--- src/rtl/bbq_pkg.sv ---
// ============================================================================
// bbq_pkg
// Shared types, constants and corner tables of the billboard quad generator.
// ============================================================================
`default_nettype none

package bbq_pkg;

    localparam int IN_BITS     = 256;
    localparam int OUT_BITS    = 96;
    localparam int USER_BITS   = 3;
    localparam int FIFO_DEPTH  = 2;
    localparam int PTR_BITS    = $clog2(FIFO_DEPTH);
    localparam int CNT_BITS    = $clog2(FIFO_DEPTH + 1);
    localparam int CORNERS     = 6;

    localparam logic signed [31:0] ONE_Q30 = 32'sh4000_0000;

    // six products per billboard: mxx*w, mxy*h, myx*w, myy*h, mzx*w, mzy*h
    typedef struct packed {
        logic [5:0][63:0]   prod;
        logic signed [31:0] cx;
        logic signed [31:0] cy;
        logic signed [31:0] cz;
        logic               bad;
    } entry_t;

    // corner order LL, UL, LR, LR, UL, UR
    function automatic logic corner_xneg(input logic [2:0] k);
        case (k)
            3'd0, 3'd1, 3'd4: corner_xneg = 1'b1;
            default:          corner_xneg = 1'b0;
        endcase
    endfunction

    function automatic logic corner_yneg(input logic [2:0] k);
        case (k)
            3'd0, 3'd2, 3'd3: corner_yneg = 1'b1;
            default:          corner_yneg = 1'b0;
        endcase
    endfunction

    function automatic logic corner_u(input logic [2:0] k);
        case (k)
            3'd2, 3'd3, 3'd5: corner_u = 1'b1;
            default:          corner_u = 1'b0;
        endcase
    endfunction

    function automatic logic corner_v(input logic [2:0] k);
        case (k)
            3'd0, 3'd2, 3'd3: corner_v = 1'b1;
            default:          corner_v = 1'b0;
        endcase
    endfunction

endpackage

`default_nettype wire

--- src/rtl/bbq_fifo.sv ---
// ============================================================================
// bbq_fifo
// Short queue of finished billboard entries between sequencer and emitter.
// ============================================================================
`default_nettype none

module bbq_fifo (
    input  logic            clk,
    input  logic            rst_n,
    input  logic            push,
    input  bbq_pkg::entry_t push_entry,
    output logic            full,
    input  logic            pop,
    output logic            avail,
    output bbq_pkg::entry_t head
);
    import bbq_pkg::*;

    entry_t              slot_reg [FIFO_DEPTH];
    logic [PTR_BITS-1:0] wr_ptr_reg, rd_ptr_reg;
    logic [CNT_BITS-1:0] cnt_reg;

    assign full  = cnt_reg == CNT_BITS'(FIFO_DEPTH);
    assign avail = cnt_reg != '0;
    assign head  = slot_reg[rd_ptr_reg];

    always_ff @(posedge clk or negedge rst_n)
    begin
        if (!rst_n)
        begin
            wr_ptr_reg <= '0;
            rd_ptr_reg <= '0;
            cnt_reg    <= '0;
        end
        else
        begin
            if (push)
                wr_ptr_reg <= wr_ptr_reg + PTR_BITS'(1);
            if (pop)
                rd_ptr_reg <= rd_ptr_reg + PTR_BITS'(1);
            if (push && !pop)
                cnt_reg <= cnt_reg + CNT_BITS'(1);
            else if (pop && !push)
                cnt_reg <= cnt_reg - CNT_BITS'(1);
        end
    end

    always_ff @(posedge clk)
    begin
        if (push)
            slot_reg[wr_ptr_reg] <= push_entry;
    end

    a_no_overflow: assert property (@(posedge clk) disable iff (!rst_n)
        !(push && full && !pop))
        else $error("queue written while full");
    a_no_underflow: assert property (@(posedge clk) disable iff (!rst_n)
        !(pop && !avail))
        else $error("queue read while empty");
    a_cnt_bound: assert property (@(posedge clk) disable iff (!rst_n)
        cnt_reg <= CNT_BITS'(FIFO_DEPTH))
        else $error("queue count out of range");

endmodule

`default_nettype wire

--- config.mk ---
export PLATFORM = sky130hd
export DESIGN_NAME = bbq_fifo
export DESIGN_NICKNAME = d
export VERILOG_FILES = /design/src/rtl/bbq_pkg.sv /design/src/rtl/bbq_fifo.sv
export SDC_FILE = /design/constraint.sdc
export NUM_CORES = 1
export LEC_CHECK = 0
export BUFFER_PORTS_ARGS = -buffer_cell sky130_fd_sc_hd__buf_2
export CORE_AREA = 2 2 377 379
export CTS_CLUSTER_DIAMETER = 120
export CTS_CLUSTER_SIZE = 20
export DETAILED_ROUTE_END_ITERATION = 10
export DIE_AREA = 0 0 379 381
export GPL_ROUTABILITY_DRIVEN = 0
export SLEW_MARGIN = 20
export SYNTH_ARGS = -nofsm -noshare
export SYNTH_HDL_FRONTEND = slang
export SYNTH_SLANG_ARGS = --single-unit
--- constraint.sdc ---
create_clock -name clk -period 68.9 [get_ports clk]
set_input_delay 13.78 -clock clk [delete_from_list [all_inputs] [get_ports clk]]
set_output_delay 13.78 -clock clk [all_outputs]
set_load 0.01 [all_outputs]
# ---- After elaboration in Yosys (flattened, before gate mapping)
# Memories as Yosys holds them, arrays and structs flattened.
# Cells that the tools add are included.
dict set report classes {
  n_reduce_logical 6
  addsub 4
  mux 4
  eq_ne 1
}
# cell n
set ops {}
lappend ops {{$mux 2} 2}
lappend ops {{$reduce_bool 2->1} 2}
lappend ops {{$add 1x1->1 const B} 2}
lappend ops {{$add 2x1->2 const B} 1}
lappend ops {{$eq 2x2->1 const B} 1}
lappend ops {{$logic_and 1x1->1} 2}
lappend ops {{$logic_not 1->1} 2}
lappend ops {{$mux 1} 2}
lappend ops {{$sub 2x1->2 const B} 1}
dict set report totals {
  mem_bits_rw 962
  elab_cells 19
  mem_count 1
  reg_bits 4
  input_bits 485
  output_inout_bits 483
}
# name words word_bits read_ports rd_ports_with_merged_regs write_ports line_no
set mem_list {}
lappend mem_list {slot_reg 2 481 1 0 1 bbq_fifo.sv:19} ;# entry_t slot_reg [FIFO_DEPTH];

# ---- Longest topological paths before layout
dict set report logic_depth {
  depth_word 4
  depth_mapped 5
  mapped_depth_nobuf 5
}

# ---- Worst setup path before layout
# No wires, ideal clock.
dict set report synth_timing {
  path_type {input to register}
  startpoint {input push}
  endpoint {memory slot_reg[0][0] in the netlist's numbering, enable pin}
  path_buffers 0
  stages 1
  setup_slack_ps 33100
  setup_time_ps 1394
  required_time_ps 67506
  arrival_time_ps 34406
  cell_sequence {nor2b_1}
}
dict set report synth_between {
  elab_chain_cells 2
}
# item line_no
set synth_lines {}
lappend synth_lines {{start: declaration} bbq_fifo.sv:10} ;# input logic push,
lappend synth_lines {{$mux 1} bbq_fifo.sv:50} ;# if (push)
lappend synth_lines {{$mux 1 (not written as such)} bbq_fifo.sv:51} ;# slot_reg[wr_ptr_reg] <= push_entry;
lappend synth_lines {{end: declaration} bbq_fifo.sv:19}
# Every way passes these cells.

==> results.txt <==
final cycle utilization of the critical path: 26.7%
Synth Area in Compound Gates: 0%
syn_nets: 1999
Post-Synth Simple-Gate Area: 0.0816%
Synth cell types: 15
Synth Instances: 1513
worst slew pin tran: 1.07 ns
Worst-Skew Late Latency: 0.64 ns
Die ar.: 144000 sq um
post-detail-place hpwl: 66000 um
synth warn: 0
worst hold path type: reg -> reg
buffer depth of the longest clock path: 3
Max Fanout on Critical Path: 69
min Tclk post-route: 18.40 ns
DIE HEIGHT: 381 um
type of origin of the critical path: register
max FFs per register: 962
GR peak layer: met2
Setup crit end kind: output pin
DRT Wirelength: 91200 um
total CTS buffers: 55
core footprint: 141000 sq um
routed len/inst: 20.6 um
xor-xnor portion of the synthesized cell area: 0.124%
cts repair resizes: 0
vias in the first global route: 18100
# hold bufs at CTS: 0
Finished Cell Area: 43600 sq um
Final Hold Fails: 0
P_leak: 15.8 nW
crit path kind: reg -> out
Post-CTS Setup Bufs: 0
layout cells sized above 1: 60.6%
final setup fails: 0
Final nets: 2991
status: finished, final reports clean
Final ANT Viol Nets: 0
max-slew violations: 0
met2 Use GR: 21.2%
total power: 1.67 mW
first drt pass iteration count: 5
Port Buf Inserts: 967
area of placed instances: 42000 sq um
H-tree levels: 2
clock skew: 0.0157 ns
GRT overflow: 0
Mapped Area: 35200 sq um
largest net degree at the start of global routing: 147
routed vias/inst: 4.05
Slew HR: 28.3%
global-route wire length before repair: 125000 um
CTS tree: built
routed vias: 17900
Post-Synth Adder-Cell Area: 0.0355%
Starting DRT DRC Count: 1167
GR Util met1: 13.8%
critical path arrival: 4.62 ns
synthesis-to-layout area growth: 23.7%
largest family of logic cells by synthesized area: multiplexers
total of max-cap violations: 0
Peak VDD IR: 0.0532 mV
Chip Width: 379 um
register area share after synthesis: 82.2%
initial antenna violation count: 23
PD cells: 38.3 nW/um^2
Syn Area/Cell: 23.3 sq um
f_max: 0.0544 GHz
Worst-path clk slew: 0.08 ns
Setup TNS: 0 ns
met3 usage: 3.28%
# IOs: 968
FP Rows: 138
mux cell area share after synthesis: 15.8%
DRC Markers: 0
total track usage: 11.9%
Initial Util: 25.1%
worst path required time: 55.12 ns
fillers: 13900
synthesized flop and latch total: 966
clk sinks: 966
CTS Root Cell: clkbuf_16
RSZ-0062 raised after global routing: no
per-stage QoR:
step,setup WS (ns),std cells,utilization [%],hold slack [ns]
3_3_place_gp,50.69,4338,29.9,0.467
4_1_cts,50.39,4410,31.0,0.487
6_report,50.50,4423,31.0,0.487
5_1_grt,50.17,4418,31.0,0.504
2_1_floorplan,33.10,1513,-,0.447
3_5_place_dp,50.66,4338,29.9,0.471
power breakdown:
part           switching (mW)  internal (mW)
Sequential             0.0319          0.779
Clock                   0.181          0.150
Combinational           0.300          0.228
area by class of cell:
type | instances | area, sq um | area share [%]
well taps | 1890 | 2360 | 5.43
clock inverters | 4 | 45.0 | 0.103
clock buffers | 68 | 1470 | 3.37
multi-input cells | 492 | 5660 | 13.0
flip-flops and latches | 966 | 29000 | 66.5
diodes | 13 | 32.5 | 0.0746
inverters | 1 | 3.75 | 0.00861
repair buffers | 989 | 5020 | 11.5
path summary, 6_finish.rpt:
kind / startpoint / to / slack, ns / depth (start not counted)
max: rd_ptr_reg / head[285] / 50.50 / 5
min: cnt_reg[1] / cnt_reg[1] / 0.49 / 1
max reg2reg: wr_ptr_reg / slot_reg[1][82] / 64.27 / 5
min reg2reg: cnt_reg[1] / cnt_reg[1] / 0.49 / 1
max in group asynchronous: rst_n / rd_ptr_reg / 55.82 / 1
min in group asynchronous: rst_n / cnt_reg[0] / 12.94 / 1
cells in the mapped netlist:
cell type  number  area, sq um
ha_1            1         12.5
buf_4           1         7.51
buf_6          53          597
xnor2_1         1         8.76
mux2_1          8         90.1
edfxtp_1      962        28900
xor2_1          4         35.0
dfrtp_1         4          100
mux2_2        433         4880
or2_2           1         6.26
and2_1          1         6.26
inv_1           1         3.75
nor2_1          1         3.75
nor2b_1         2         12.5
mux2_4         40          601
kinds of logic (layout without fill, tap and decap cells):
kind of cell | after synthesis | after routing
adder cells (fa/ha/maj) | 1 | 1
XOR/XNOR | 5 | 5
multiplexers | 481 | 481
AND/OR/NAND/NOR | 5 | 5
buffers and inverters | 55 | 1062
other | 0 | 13
flip-flops | 966 | 966
critical path, cell delays in order, from the launching register on:
cell	delay [ns]
dfrtp_4	1.08
buf_4	0.68
buf_4	0.68
buf_4	0.74
mux2_2	0.43
buf_2	0.14
cell usage in the layout (no fill, tap or decap), drive strengths merged:
cell and n:
inv 2, and2 1, clkinv 3, nor2 1, xnor2 1, or2 1, clkbuf 68, dfrtp 4
diode 13, ha 1, mux2 481, nor2b 2, buf 989, xor2 4, edfxtp 962
per-layer routing:
metal	vias to the layer above	wire [um]
met5	-	63
met4	12	2170
met3	134	7070
met2	651	47100
met1	9120	34700
li1	8002	-
Note: power is estimated with default switching activity, not from simulation.
